===== src/design/blg_pkg.sv =====
`default_nettype none
package blg_pkg;

  localparam int COORD_BITS = 6;
  localparam int ERR_BITS   = COORD_BITS + 3;

  typedef logic [COORD_BITS-1:0] coord_t;
  typedef logic signed [ERR_BITS-1:0] err_t;

  typedef struct packed {
    coord_t x_start;
    coord_t y_start;
    coord_t x_end;
    coord_t y_end;
  } in_data_t;

  typedef struct packed {
    coord_t pixel_x;
    coord_t pixel_y;
    logic   last_pixel;
  } out_data_t;

  typedef enum logic [1:0] {
    ST_IDLE,
    ST_SETUP,
    ST_WALK
  } state_t;

  // controller -> datapath
  typedef struct packed {
    logic load;   // capture request
    logic setup;  // derive walk state from captured request
    logic emit;   // push one pixel and advance
  } dp_cmd_t;

  // datapath -> controller
  typedef struct packed {
    logic slot_free;  // output register empty or draining this cycle
    logic at_end;     // current pixel is the last of the line
  } dp_sts_t;

endpackage
`default_nettype wire


===== src/design/blg_ctrl.sv =====
`default_nettype none
module blg_ctrl (
  input  wire logic             clk,
  input  wire logic             rst_n,
  input  wire logic             in_valid,
  output logic                  in_ready,
  input  wire blg_pkg::dp_sts_t sts,
  output blg_pkg::dp_cmd_t      cmd
);
  import blg_pkg::*;

  state_t state_r;
  state_t state_nxt;

  always_ff @(posedge clk) begin
    if (!rst_n) begin
      state_r <= ST_IDLE;
    end else begin
      state_r <= state_nxt;
    end
  end

  always_comb begin
    state_nxt = state_r;
    case (state_r)
      ST_IDLE: begin
        if (in_valid) begin
          state_nxt = ST_SETUP;
        end
      end
      ST_SETUP: begin
        state_nxt = ST_WALK;
      end
      ST_WALK: begin
        if (sts.slot_free && sts.at_end) begin
          state_nxt = ST_IDLE;
        end
      end
      default: begin
        state_nxt = ST_IDLE;
      end
    endcase
  end

  always_comb begin
    in_ready  = 1'b0;
    cmd.load  = 1'b0;
    cmd.setup = 1'b0;
    cmd.emit  = 1'b0;
    case (state_r)
      ST_IDLE: begin
        in_ready = 1'b1;
        cmd.load = in_valid;
      end
      ST_SETUP: begin
        cmd.setup = 1'b1;
      end
      ST_WALK: begin
        cmd.emit = sts.slot_free;
      end
      default: begin
        in_ready = 1'b0;
      end
    endcase
  end

endmodule
`default_nettype wire


===== src/design/blg_dp.sv =====
`default_nettype none
module blg_dp (
  input  wire logic               clk,
  input  wire logic               rst_n,
  input  wire blg_pkg::in_data_t  in_data,
  input  wire blg_pkg::dp_cmd_t   cmd,
  output blg_pkg::dp_sts_t        sts,
  output logic                    out_valid,
  input  wire logic               out_ready,
  output blg_pkg::out_data_t      out_data
);
  import blg_pkg::*;

  in_data_t  req_r;
  coord_t    cur_major_r, cur_minor_r, end_major_r;
  coord_t    delta_major_r, delta_minor_r;
  err_t      err_r;
  logic      step_down_r, x_major_r;
  logic      out_valid_r;
  out_data_t out_data_r;

  // setup terms
  coord_t adx, ady, sa, sb, ea, eb, a0, b0, a1, b1;
  logic   x_major, down;
  coord_t d_major, d_minor;
  err_t   err_init;

  // walk terms
  logic   take_step, at_end;
  err_t   two_dmin, two_dmaj;

  always_comb begin
    adx = (req_r.x_end >= req_r.x_start) ? req_r.x_end - req_r.x_start
                                         : req_r.x_start - req_r.x_end;
    ady = (req_r.y_end >= req_r.y_start) ? req_r.y_end - req_r.y_start
                                         : req_r.y_start - req_r.y_end;
    x_major = adx > ady;  // equal spans go y-major
    a0 = x_major ? req_r.x_start : req_r.y_start;
    b0 = x_major ? req_r.y_start : req_r.x_start;
    a1 = x_major ? req_r.x_end   : req_r.y_end;
    b1 = x_major ? req_r.y_end   : req_r.x_end;
    if (a1 < a0) begin
      sa = a1; sb = b1; ea = a0; eb = b0;
    end else begin
      sa = a0; sb = b0; ea = a1; eb = b1;
    end
    down     = eb < sb;
    d_major  = ea - sa;
    d_minor  = down ? sb - eb : eb - sb;
    err_init = err_t'({2'b00, d_minor, 1'b0}) - err_t'({3'b000, d_major});
  end

  always_comb begin
    two_dmin  = err_t'({2'b00, delta_minor_r, 1'b0});
    two_dmaj  = err_t'({2'b00, delta_major_r, 1'b0});
    // x-major steps on err >= 0, y-major only on err > 0
    take_step = x_major_r ? !err_r[ERR_BITS-1]
                          : (!err_r[ERR_BITS-1] && (err_r != '0));
    at_end    = cur_major_r == end_major_r;
  end

  always_ff @(posedge clk) begin
    if (cmd.load) begin
      req_r <= in_data;
    end
    if (cmd.setup) begin
      cur_major_r   <= sa;
      cur_minor_r   <= sb;
      end_major_r   <= ea;
      delta_major_r <= d_major;
      delta_minor_r <= d_minor;
      err_r         <= err_init;
      step_down_r   <= down;
      x_major_r     <= x_major;
    end else if (cmd.emit) begin
      out_data_r.pixel_x    <= x_major_r ? cur_major_r : cur_minor_r;
      out_data_r.pixel_y    <= x_major_r ? cur_minor_r : cur_major_r;
      out_data_r.last_pixel <= at_end;
      cur_major_r           <= cur_major_r + 1'b1;
      if (take_step) begin
        cur_minor_r <= step_down_r ? cur_minor_r - 1'b1 : cur_minor_r + 1'b1;
        err_r       <= err_r + two_dmin - two_dmaj;
      end else begin
        err_r       <= err_r + two_dmin;
      end
    end
  end

  always_ff @(posedge clk) begin
    if (!rst_n) begin
      out_valid_r <= 1'b0;
    end else if (cmd.emit) begin
      out_valid_r <= 1'b1;
    end else if (out_ready) begin
      out_valid_r <= 1'b0;
    end
  end

  assign sts.slot_free = !out_valid_r || out_ready;
  assign sts.at_end    = at_end;
  assign out_valid     = out_valid_r;
  assign out_data      = out_data_r;

endmodule
`default_nettype wire


===== src/design/bresenham_line_generator_core.sv =====
`default_nettype none
// Bresenham line generator. Each input transfer carries a line request with
// two endpoints; the block answers with one output transfer per pixel of the
// rasterized line, in order of rising major coordinate, with last_pixel set
// on the final one. Lines whose x span is strictly larger than the y span are
// walked along x, all others along y (equal spans are y-major). A line of
// span D (the larger of |dx| and |dy|) yields D+1 pixels. A request passes
// through an accept state, then a setup state that sorts the endpoints and
// computes the spans, then the walk loop, which gives one pixel per cycle
// while the output is not stalled and whose single error adder updates the
// decision term each pixel. The output has a register of its own, so a new
// request is accepted while the final pixel of the previous line still
// waits to be taken. Backpressure on out_ready simply holds the walk.
module bresenham_line_generator_core (
  input  wire logic               clk,
  input  wire logic               rst_n,
  input  wire logic               in_valid,
  output logic                    in_ready,
  input  wire blg_pkg::in_data_t  in_data,
  output logic                    out_valid,
  input  wire logic               out_ready,
  output blg_pkg::out_data_t      out_data
);
  import blg_pkg::*;

  dp_cmd_t cmd;
  dp_sts_t sts;

  // sequencer: idle -> setup -> walk
  blg_ctrl u_ctrl (
    .clk      (clk),
    .rst_n    (rst_n),
    .in_valid (in_valid),
    .in_ready (in_ready),
    .sts      (sts),
    .cmd      (cmd)
  );

  // request capture, walk registers and output register
  blg_dp u_dp (
    .clk       (clk),
    .rst_n     (rst_n),
    .in_data   (in_data),
    .cmd       (cmd),
    .sts       (sts),
    .out_valid (out_valid),
    .out_ready (out_ready),
    .out_data  (out_data)
  );

endmodule
`default_nettype wire


===== config.mk =====
export PLATFORM = sky130hd
export DESIGN_NAME = bresenham_line_generator_core
export DESIGN_NICKNAME = d
export VERILOG_FILES = /design/src/design/blg_pkg.sv /design/src/design/blg_ctrl.sv /design/src/design/blg_dp.sv /design/src/design/bresenham_line_generator_core.sv
export SDC_FILE = /design/constraint.sdc
export NUM_CORES = 1
export LEC_CHECK = 0
export ABC_AREA = 1
export BUFFER_PORTS_ARGS = -buffer_cell sky130_fd_sc_hd__buf_2
export CAP_MARGIN = 10
export CORE_UTILIZATION = 35
export DETAILED_ROUTE_END_ITERATION = 10
export GPL_ROUTABILITY_DRIVEN = 0
export PLACE_DENSITY = 0.51
export SYNTH_ARGS = -nofsm -noshare
export SYNTH_HDL_FRONTEND = slang
export SYNTH_SLANG_ARGS = --single-unit
export TNS_END_PERCENT = 20

===== constraint.sdc =====
create_clock -name clk -period 11.2 [get_ports clk]
set_clock_uncertainty 0.2 [all_clocks]
set_input_delay 0.56 -clock clk [delete_from_list [all_inputs] [get_ports clk]]
set_output_delay 0.56 -clock clk [all_outputs]
set_load 0.02 [all_outputs]

Word-level counts from Yosys, hierarchy flattened
Index checks and enable logic that the tools add are counted.
{ "op_classes": {"addsub": 13, "order_cmp": 5, "n_eq_ne": 5, "muxes": 32, "n_bitwise": 1, "reduce_logical": 13} }
{ "op_table": {"columns": ["cell", "n"], "rows": [
  ["2-to-1 mux 6 bit", 19],
  ["subtractor 6 bit", 7],
  ["2-to-1 mux 9 bit", 3],
  ["adder 6 x 1 -> 6 bit (second input constant)", 2],
  [">= comparator 6 bit", 2],
  ["less-than comparator 6 bit", 2],
  ["adder 9 x 8 -> 9 bit", 1],
  ["nonzero test 9 bit", 1],
  ["subtractor 9 x 8 -> 9 bit", 1],
  ["subtractor 7 x 6 -> 8 bit", 1],
  ["2-to-1 mux 1 bit", 7],
  ["== test 6 bit", 1],
  ["> comparator 6 bit", 1],
  ["one-hot mux 2 bit (3 select lines)", 1],
  ["AND reduction 2 bit", 3],
  ["nonzero test 2 bit", 3],
  ["subtractor 6 x 1 -> 6 bit (second input constant)", 1],
  ["2-to-1 mux 2 bit", 2],
  ["== test 2 x 1 -> 1 bit (second input constant)", 1],
  ["== test 2 bit (second input constant)", 1],
  ["logical AND 1 bit", 2],
  ["logical NOT 1 bit", 2],
  ["logical NOT 2 bit", 1],
  ["inequality test 2 x 1 -> 1 bit (second input constant)", 1],
  ["3 further kinds", 3]
]} }
{ "word_totals": {"register_bits": 81, "in_bits": 28, "output_inout_bits": 15, "wordCells": 86} }

Longest topological paths before layout
Gate-level depths: netlist (run 1).
{ "depth": {"word_depth": 10, "ltp_mapped": 57} }

Modules after synthesis
Synthesis (run 1) repeated with hierarchy kept, for this count alone.
{ "unflattened": {"hier_cells": 763, "area_unflattened_um2": 6497.5} }
{ "by_module_without_submodules": {"columns": ["mod", "n_inst", "cells_per_inst", "area_per_inst_um2", "seq_area_each_um2"], "rows": [
  ["blg_dp", 1, 747, 6388.6, 2362.3],
  ["blg_ctrl", 1, 16, 108.9, 40.0]
]} }

Worst setup path before layout (run 1)
No wires, ideal clock.
{ "synth_timing": {"path_kind": "register to register", "startpoint": "register u_dp.req_r[0] (netlist bit)", "endpoint": "register u_dp.err_r[6], data pin", "setup_time_ns": 0.257, "t_arrival_ns": 7.425, "path_slack_ns": 3.318, "stages_incl_launch_ff": 53, "n_path_buf": 7, "synth_period_minus_slack_ns": 7.882, "path_cell_list": "edfxtp_1 > inv_1 > ha_1 > inv_1 > fa_1 > nand2_1 > nand2_1 > a21oi_1 > o21ai_0 > a21o_1 > clkbuf_1 > o21ai_0 > o21ai_0 > a21o_1 > xnor2_1 > ha_1 > a21oi_1 > nand3_4 > [... 17 more ...] > ha_1 > a21oi_1 > o21ai_0 > a21oi_1 > nor2_1 > nor2_1 > mux2i_1 > xnor2_1 > inv_1 > ha_1 > nand2_1 > o21ai_0 > nand2_1 > nand2_1 > a21oi_1 > xnor2_1 > nand2_1 > nand2_1"} }
{ "synth_between": {"elab_chain_cells": 10, "elab_cells_between_ends": 21} }
{ "synth_rtl": {"columns": ["item", "line_no", "text"], "rows": [
  ["start: declaration", "blg_dp.sv:14", "in_data_t req_r;"],
  ["start signal: assignment", "blg_dp.sv:64", "req_r <= in_data;"],
  ["subtractor 6 bit, or another cell as far along", "blg_dp.sv:36", ": req_r.y_start - req_r.y_end;"],
  ["2-to-1 mux 6 bit", "blg_dp.sv:35", "ady = (req_r.y_end >= req_r.y_start) ? req_r.y_end - req_r.y_start"],
  ["> comparator 6 bit", "blg_dp.sv:37", "x_major = adx > ady;"],
  ["2-to-1 mux 6 bit, on equally long branches", "blg_dp.sv:40, blg_dp.sv:38", null],
  ["less-than comparator 6 bit", "blg_dp.sv:42", "if (a1 < a0) begin"],
  ["2-to-1 mux 6 bit", "blg_dp.sv:42", null],
  ["less-than comparator 6 bit *", "blg_dp.sv:47", "down = eb < sb;"],
  ["via u_dp.down", "blg_dp.sv:24", "logic x_major, down;"],
  ["2-to-1 mux 6 bit *", "blg_dp.sv:49", "d_minor = down ? sb - eb : eb - sb;"],
  ["via u_dp.d_minor[2]", "blg_dp.sv:25", "coord_t d_major, d_minor;"],
  ["subtractor 7 x 6 -> 8 bit *", "blg_dp.sv:50", "err_init = err_t'({2'b00, d_minor, 1'b0}) - err_t'({3'b000, d_major});"],
  ["2-to-1 mux 9 bit *", "blg_dp.sv:66", "if (cmd.setup) begin"],
  ["end signal: assignment", "blg_dp.sv:72", "err_r <= err_init;"],
  ["end signal: assignment", "blg_dp.sv:82", "err_r <= err_r + two_dmin - two_dmaj;"],
  ["end signal: assignment", "blg_dp.sv:84", "err_r <= err_r + two_dmin;"],
  ["end: declaration", "blg_dp.sv:17", "err_t err_r;"]
]} }
Mark *: on every way through the listed nets, which the timed path passes. The rest lies on a longest branch.
A chain may end at the register's enable or synchronous reset.

Final worst setup path (run 1)
Ends and elaborated chain as after synthesis.

==> results.toml, run 1 <==
[sta]
tns_ns = 0
final.period_utilization_pct = 80.5
drv_slew = 0
rsz0062_at_grt = "no"
slew_headroom_pct = 29.1
hold_viol_final = 0
finalSetupViolations = 0
min_period_ns = 9.01
fmax_mhz = 111
timing.hold.ws_ns = 0.186
worstMarginPinSlew_ns = 1.05

[grt]
grt_max_degree = 48
overflow = 0
grt_pass1_vias = 4953
grt_use_total_pct = 17.5
antenna_found_initial = 0
grt_pass1_wl_mm = 24.8

[placed_design]
io_buffers = 42
dp_hpwl_mm = 12.2
dpl_cell_area_sq_mm = 0.00679

[outcome]
status = "finished, final reports clean"

[cells_and_area]
nets = 897
drive_above_1_share_pct = 11.8
final_util_pct = 40.3
num_antenna_cells = 0
stdcell_area_sq_mm = 0.00707
area_delta_synth_final_pct = 11.1

[synth]
ys_types = 44
async_flop_share_pct = 0
seq_area_frac_synth_pct = 37.8
synthMostInstantiatedCell = "nand2_1"
syn_nets = 858
yosys.area.top_type = "edfxtp_1"
synth.top_cell.area_share_pct = 36.8
ys_ff_latch = 81
synth_edf_count = 78
netlist_area_sq_mm = 0.00636
synth_area_leaders = "edfxtp_1 (37%), ha_1 (13%), nand2_1 (9.0%), inv_1 (7.5%), o21ai_0 (5.3%)"
syn_inst = 754
synthTopCellsByCount = "nand2_1 (153), inv_1 (127), edfxtp_1 (78)"
avgSynthCellArea_sq_um = 8.44
yosys_warnings = 0
ys.flop_type = "edfxtp_1"

[clock_network]
clock-sinks = 81
clockBufferDepth = 2
clkTransAtPathRegs_ns = 0.07
cts_setup_buffers = 0
cts_inserted_buffers = 9
htree_num_levels = 3
clk_latency_ns = 0.34
ctsHoldBuffers = 0
cts_tree = "yes"
root_buffer = "clkbuf_16"
cts_resized = 0

[critical_path]
worstPathRequired_ns = 11.10
crit_fanout = 47
end_kind = "flip-flop"
path_class = "reg -> reg"
r2r_end = "u_dp.err_r[6]"
crit_path_frequent_cell = "nand2_1"
crit_family = "compound AO/OA/AOI/OAI gates"
rr_startpoint = "u_dp.req_r[0]"
start_kind = "flip-flop"
critical_path.max_stage_delay_ns = 0.41
arrival_ns = 8.91
cp_slowest_cell = "nand2_2"
worstPathBufferInverterCount = 6
reg2regPathDepth = 50
r2r_slack_ns = 2.19

[route]
avgRoutedWirePerCell_um = 14.9
vias_per_cell = 4.87
firstDrtPassIters = 7
ant_nets = 0
drtIter0Drc = 278
drc = 0
num_vias = 4986
routed_wirelength_mm = 15.2

[job]
cap_violations = 0

[hold_path]
min_to = "u_dp.req_r[17]"
hold_depth = 1
hp-class = "in -> reg"
hold_start = "in_data[17]"

[floorplan]
dieArea_sq_mm = 0.0187
io-pin-count = 43
chipHeight_um = 137
core-area_sq_mm = 0.0175
initial_core_util_pct = 36.3
die_w_um = 137
rows = 48
cells by family (layout without fill, tap and decap cells):
family                   count (synthesis)  in the layout  synth area share, %
AND/OR/NAND/NOR                        257            257                 17.9
multiplexers                            11             11                 1.75
XOR/XNOR                                35             35                 4.82
flip-flops                              81             81                 37.8
buffers and inverters                  148            192                 9.13
AO/OA/AOI/OAI                          146            146                 12.5
adder cells (fa/ha/maj)                 76             76                 16.1
worst max path at each step:
| stage | end | depth (start not counted) | startpoint |
|---|---|---|---|
| 6_report | u_dp.err_r[6] | 50 | u_dp.req_r[0] |
| 2_1_floorplan | u_dp.err_r[6] | 52 | u_dp.req_r[0] |
| 3_3_place_gp | u_dp.err_r[6] | 50 | u_dp.req_r[0] |
| 4_1_cts | u_dp.err_r[6] | 50 | u_dp.req_r[0] |
| 5_1_grt | u_dp.err_r[6] | 51 | u_dp.req_r[0] |
| 3_5_place_dp | u_dp.err_r[6] | 50 | u_dp.req_r[0] |
final cells by class:
cell class	count	area (sq um)
Clock buffer	9	225
Clock inverter	7	53.8
Fill cell	1777	10500
Inverter	132	495
Multi-Input combinational cell	525	3390
Sequential cell	81	2400
Tap cell	225	282
Timing Repair Buffer	44	225
sequential cells by signal (all words and copies together) (netlist names):
register,count
u_dp.delta_major_r,6
u_dp.err_r,9
u_dp.cur_major_r,6
u_dp.x_major_r,1
u_dp.end_major_r,6
u_ctrl.state_r,2
u_dp.cur_minor_r,6
u_dp.req_r,24
u_dp.delta_minor_r,6
u_dp.out_valid,1
u_dp.out_data,13
u_dp.step_down_r,1
stage by stage:
| step | std cells | worst slack [ns] |
|---|---|---|
| 3_3_place_gp | 1007 | 2.62 |
| 4_1_cts | 1023 | 2.21 |
| 6_report | 1023 | 2.19 |
| 2_1_floorplan | 754 | 3.32 |
| 5_1_grt | 1023 | 1.35 |
| 3_5_place_dp | 1007 | 2.22 |
per-layer routing:
layer  wire (um)  vias up  global-route usage (%)
li1            -     2570                       -
met1        7130     2281                    22.5
met2        7150      116                    29.8
met3         637       19                    2.52
met4         274        0                    6.04
met5           0        -                       0
cells in the final DEF (no fill, tap or decap), types with 3 or more instances in the layout:
cell type	Yosys	layout
a211oi_1	3	3
a21o_1	4	4
a21oi_1	35	35
buf_2	5	42
clkbuf_16	0	9
clkinvlp_4	0	3
dfxtp_1	3	3
edfxtp_1	78	78
fa_1	10	10
ha_1	66	66
inv_1	127	127
inv_2	5	5
mux2i_1	10	10
nand2_1	153	153
nand2_2	10	10
nand2_4	4	4
nand3_1	28	28
nand4_1	7	7
nor2_1	35	34
nor3_1	4	3
nor4_1	3	3
o21ai_0	67	67
o21ai_1	20	20
o21bai_1	4	4
or2_2	6	6
xnor2_1	9	9
xor2_1	26	26
Power of run 1 is not shown: default switching activity piles up to over one toggle a cycle in this logic, so the estimate is an artifact.
==> run 2, diff against run 1 <==
- PLACE_DENSITY: 0.51 -> 0.53
- clock period: 11.2 -> 7.8 ns (I/O delays scaled with it)
==> results.toml, run 2 (synthesized netlist as in run 1, its figures left out) <==
[outcome]
status = "finished, final reports clean"

[sta]
slew_headroom_pct = 32.0
final.period_utilization_pct = 94.3
tns_ns = 0
drv_slew = 0
hold_viol_final = 0
finalSetupViolations = 0
fmax_mhz = 136
worst_slack_ns = 0.446
worstMarginPinSlew_ns = 1.02
min_period_ns = 7.35

[critical_path]
cp_slowest_cell = "edfxtp_1"
start_kind = "flip-flop"
worstPathRequired_ns = 7.68
crit_fanout = 9
end_kind = "flip-flop"
critical_path.max_stage_delay_ns = 0.40
path_class = "reg -> reg"
crit_path_frequent_cell = "nand2_1"
arrival_ns = 7.23

[route]
num_vias = 5042
routed_wirelength_mm = 14.7
drc = 0
drtIter0Drc = 229
avgRoutedWirePerCell_um = 13.8
vias_per_cell = 4.72
ant_nets = 0
firstDrtPassIters = 4

[grt]
grt_pass1_vias = 4791
grt_max_degree = 35
grt_pass1_wl_mm = 23.8
grt_use_total_pct = 16.8
antenna_found_initial = 0
overflow = 0

[floorplan]
dieArea_sq_mm = 0.0187
io-pin-count = 43
core-area_sq_mm = 0.0175
initial_core_util_pct = 36.3
die_w_um = 137
rows = 48
chipHeight_um = 137

[clock_network]
clock-sinks = 81
clkTransAtPathRegs_ns = 0.07
htree_num_levels = 3
clockBufferDepth = 2
cts_tree = "yes"
clk_latency_ns = 0.34
ctsHoldBuffers = 0
cts_inserted_buffers = 9
root_buffer = "clkbuf_16"

[cells_and_area]
final_cell_mix = "nand2_1 (153), inv_1 (124), edfxtp_1 (78)"
layoutNonFillerInstCount = 1069
final_common_cell = "nand2_1"
regArea_sq_mm = 0.00240
nets = 943
multi_input_area_sq_mm = 0.00354
num_antenna_cells = 0
drive_above_1_share_pct = 20.3
largest-register = "u_dp.req_r"
final_util_pct = 43.3
largest_reg_flops = 24
fillers = 1775
area_delta_synth_final_pct = 19.5

[placed_design]
place_inst = 1047
place_ws_ns = -0.0384
io_buffers = 42
dp_hpwl_mm = 11.9

[job]
cap_violations = 0

[hold_path]
hp-class = "in -> reg"
run 2: changes by cell type in the layout (fill, tap and decap cells not counted), moves of 4 or more:
| cell | previous run | this run |
|---|---|---|
| buf_4 | 2 | 47 |
| a21oi_2 | 0 | 5 |
| a21oi_1 | 35 | 30 |
| ha_1 | 66 | 60 |
| o21ai_0 | 67 | 53 |
| o21ai_2 | 0 | 13 |
| ha_4 | 0 | 4 |
run 2: worst paths after layout:
kind | start | endpoint | slack, ns | depth (start not counted)
worst max register to register | u_dp.req_r[0] | u_dp.err_r[5] | 0.45 | 51
worst min-delay path | in_data[5] | u_dp.req_r[5] | 0.02 | 1
worst max-delay path | u_dp.req_r[0] | u_dp.err_r[5] | 0.45 | 51
worst min register to register | u_ctrl.state_r[0] | u_ctrl.state_r[0] | 0.29 | 1
run 2: what timing repair did:
item	4_1_cts	5_1_grt
cloned	0	0
setup endpoints to repair	4	7
setup buffers	0	6
pin swaps	0	9
gates resized for setup	2	45
run 2: per-layer routing:
metal / routed length (um) / share of wire (%) / track usage (%)
met1: 7070 / 48 / 22.8
met2: 6930 / 47 / 27.6
met3: 495 / 3.4 / 2.41
met4: 223 / 1.5 / 5.31
met5: 0 / 0 / 0
run 2: per-stage QoR:
step | hold WS (ns) | cell area [sq um]
after global placement | 0.284 | 7100
after detailed placement | 0.286 | 7100
final | 0.0196 | 7600
after floorplan | 0.244 | 6370
after CTS | 0.00682 | 7400
after global routing | 0.0101 | 7600
run 2: area by class of cell:
type	count	share of cell area (%)
Multi-Input combinational cell	525	46.6
Timing Repair Buffer	90	7.56
Clock buffer	9	2.96
Inverter	132	6.52
Sequential cell	81	31.6
Tap cell	225	3.70
Clock inverter	7	1.02
run 2: worst max-delay path, delay by kind of cell (launching register included):
family | cells | cell delay [ns]
AO/OA/AOI/OAI | 14 | 1.75
buffers and inverters | 9 | 0.72
adder cells (fa/ha/maj) | 7 | 2.01
XOR/XNOR | 1 | 0.13
multiplexers | 2 | 0.24
flip-flops | 1 | 0.40
AND/OR/NAND/NOR | 18 | 1.64
Power of run 2 is left out for the same reason.
==> run 3, diff against run 2 <==
- PLACE_DENSITY: 0.53 -> 0.51
- clock period: 7.8 -> 8.2 ns (I/O delays scaled with it)
==> results.toml, run 3 (synthesized netlist as in run 1, its figures left out) <==
[sta]
slew_headroom_pct = 27.0
worstMarginPinSlew_ns = 1.09
worst_slack_ns = 0.553
final.period_utilization_pct = 93.3
tns_ns = 0
fmax_mhz = 131
hold_viol_final = 0
drv_slew = 0
timing.hold.ws_ns = 0.0376
finalSetupViolations = 0
min_period_ns = 7.65

[grt]
antenna_found_initial = 0
grt_pass1_wl_mm = 24.1
overflow = 0
grt_max_degree = 35
grt_pass1_vias = 4880
grt_use_total_pct = 17.0

[route]
drc = 0
ant_nets = 0
num_vias = 5055
drtIter0Drc = 297
routed_wirelength_mm = 15.0
avgRoutedWirePerCell_um = 14.4
firstDrtPassIters = 5
vias_per_cell = 4.86

[floorplan]
dieArea_sq_mm = 0.0187
core-area_sq_mm = 0.0175
die_w_um = 137
chipHeight_um = 137
rows = 48
io-pin-count = 43
initial_core_util_pct = 36.3

[placed_design]
io_buffers = 42
place_ws_ns = -0.0798
dp_hpwl_mm = 12.1
place_inst = 1021

[clock_network]
cts_tree = "yes"
clockBufferDepth = 2
clock-sinks = 81
clk_latency_ns = 0.35
htree_num_levels = 3
root_buffer = "clkbuf_16"
cts_inserted_buffers = 9
ctsHoldBuffers = 0
clkTransAtPathRegs_ns = 0.07

[job]
cap_violations = 0

[critical_path]
worstPathRequired_ns = 8.11
worst_setup_path_startpoint = "u_dp.req_r[0]"
crit_path_frequent_cell = "nand2_1"
end_kind = "flip-flop"
crit_fanout = 25
rr_startpoint = "u_dp.req_r[0]"
cp_slowest_cell = "fa_1"
arrival_ns = 7.55
critical_path.max_stage_delay_ns = 0.46
path_class = "reg -> reg"
start_kind = "flip-flop"
r2r_slack_ns = 0.55

[cells_and_area]
largest-register = "u_dp.req_r"
final_common_cell = "nand2_1"
nets = 915
layoutNonFillerInstCount = 1041
largest_reg_flops = 24
final_cell_mix = "nand2_1 (153), inv_1 (126), edfxtp_1 (78)"
area_delta_synth_final_pct = 15.3
num_antenna_cells = 0
drive_above_1_share_pct = 15.0

[hold_path]
hp-class = "in -> reg"
hold_start = "in_data[19]"

[outcome]
status = "finished, final reports clean"
[run 3: cell count changes in the layout (fill, tap and decap cells not counted), moves of 2 or more]
cell     before  now
a21oi_2       5    1
ha_1         60   63
ha_2          2    0
a21oi_1      30   34
inv_1       124  126
buf_4        47   18
o21ai_2      13    4
inv_2         8    6
o21ai_1      21   30
[run 3: worst max-delay path: cells and delay by family, from the launching register on]
kind	cells	cell delay, ns
buffers and inverters	8	0.92
muxes	1	0.13
xor gates and xnor gates	3	0.48
adders and majority gates	6	1.92
AOI/OAI and AO/OA	13	1.85
and+or+nand+nor	18	1.53
DFF	1	0.39
[run 3: through the flow]
step | utilization [%] | cell area [sq um]
after floorplan | - | 6360
after global placement | 39.4 | 6910
after detailed placement | 39.4 | 6910
after CTS | 41.2 | 7230
after global routing | 41.8 | 7340
final | 41.8 | 7340
[run 3: timing repair]
item / CTS / global route
resized for setup: 2 / 27
cloned: 0 / 1
setup endpoints to repair: 5 / 6
pin swaps: 0 / 4
buffers inserted: 0 / 3
[run 3: cell type report]
| type | count | area, sq um |
|---|---|---|
| clock inverter | 6 | 90.1 |
| timing repair buffer | 61 | 365 |
| fill | 1776 | 10200 |
| inverter | 132 | 495 |
| tap | 225 | 282 |
| multi-input combinational | 526 | 3470 |
| clock buffer | 10 | 229 |
| sequential | 81 | 2400 |
[run 3: path summary, 6_finish.rpt]
kind | end | depth (start not counted)
min | u_dp.req_r[19] | 1
max reg2reg | u_dp.err_r[6] | 49
max | u_dp.err_r[6] | 49
min reg2reg | u_ctrl.state_r[0] | 1
[run 3: per-layer routing]
metal	vias up	GRT usage [%]	part of all wire (%)
li1	2617	-	-
met1	2304	21.7	46
met2	119	29.1	47
met3	15	3.85	4.7
met4	0	4.33	1.5
met5	-	0	0
Power of run 3 is left out for the same reason.
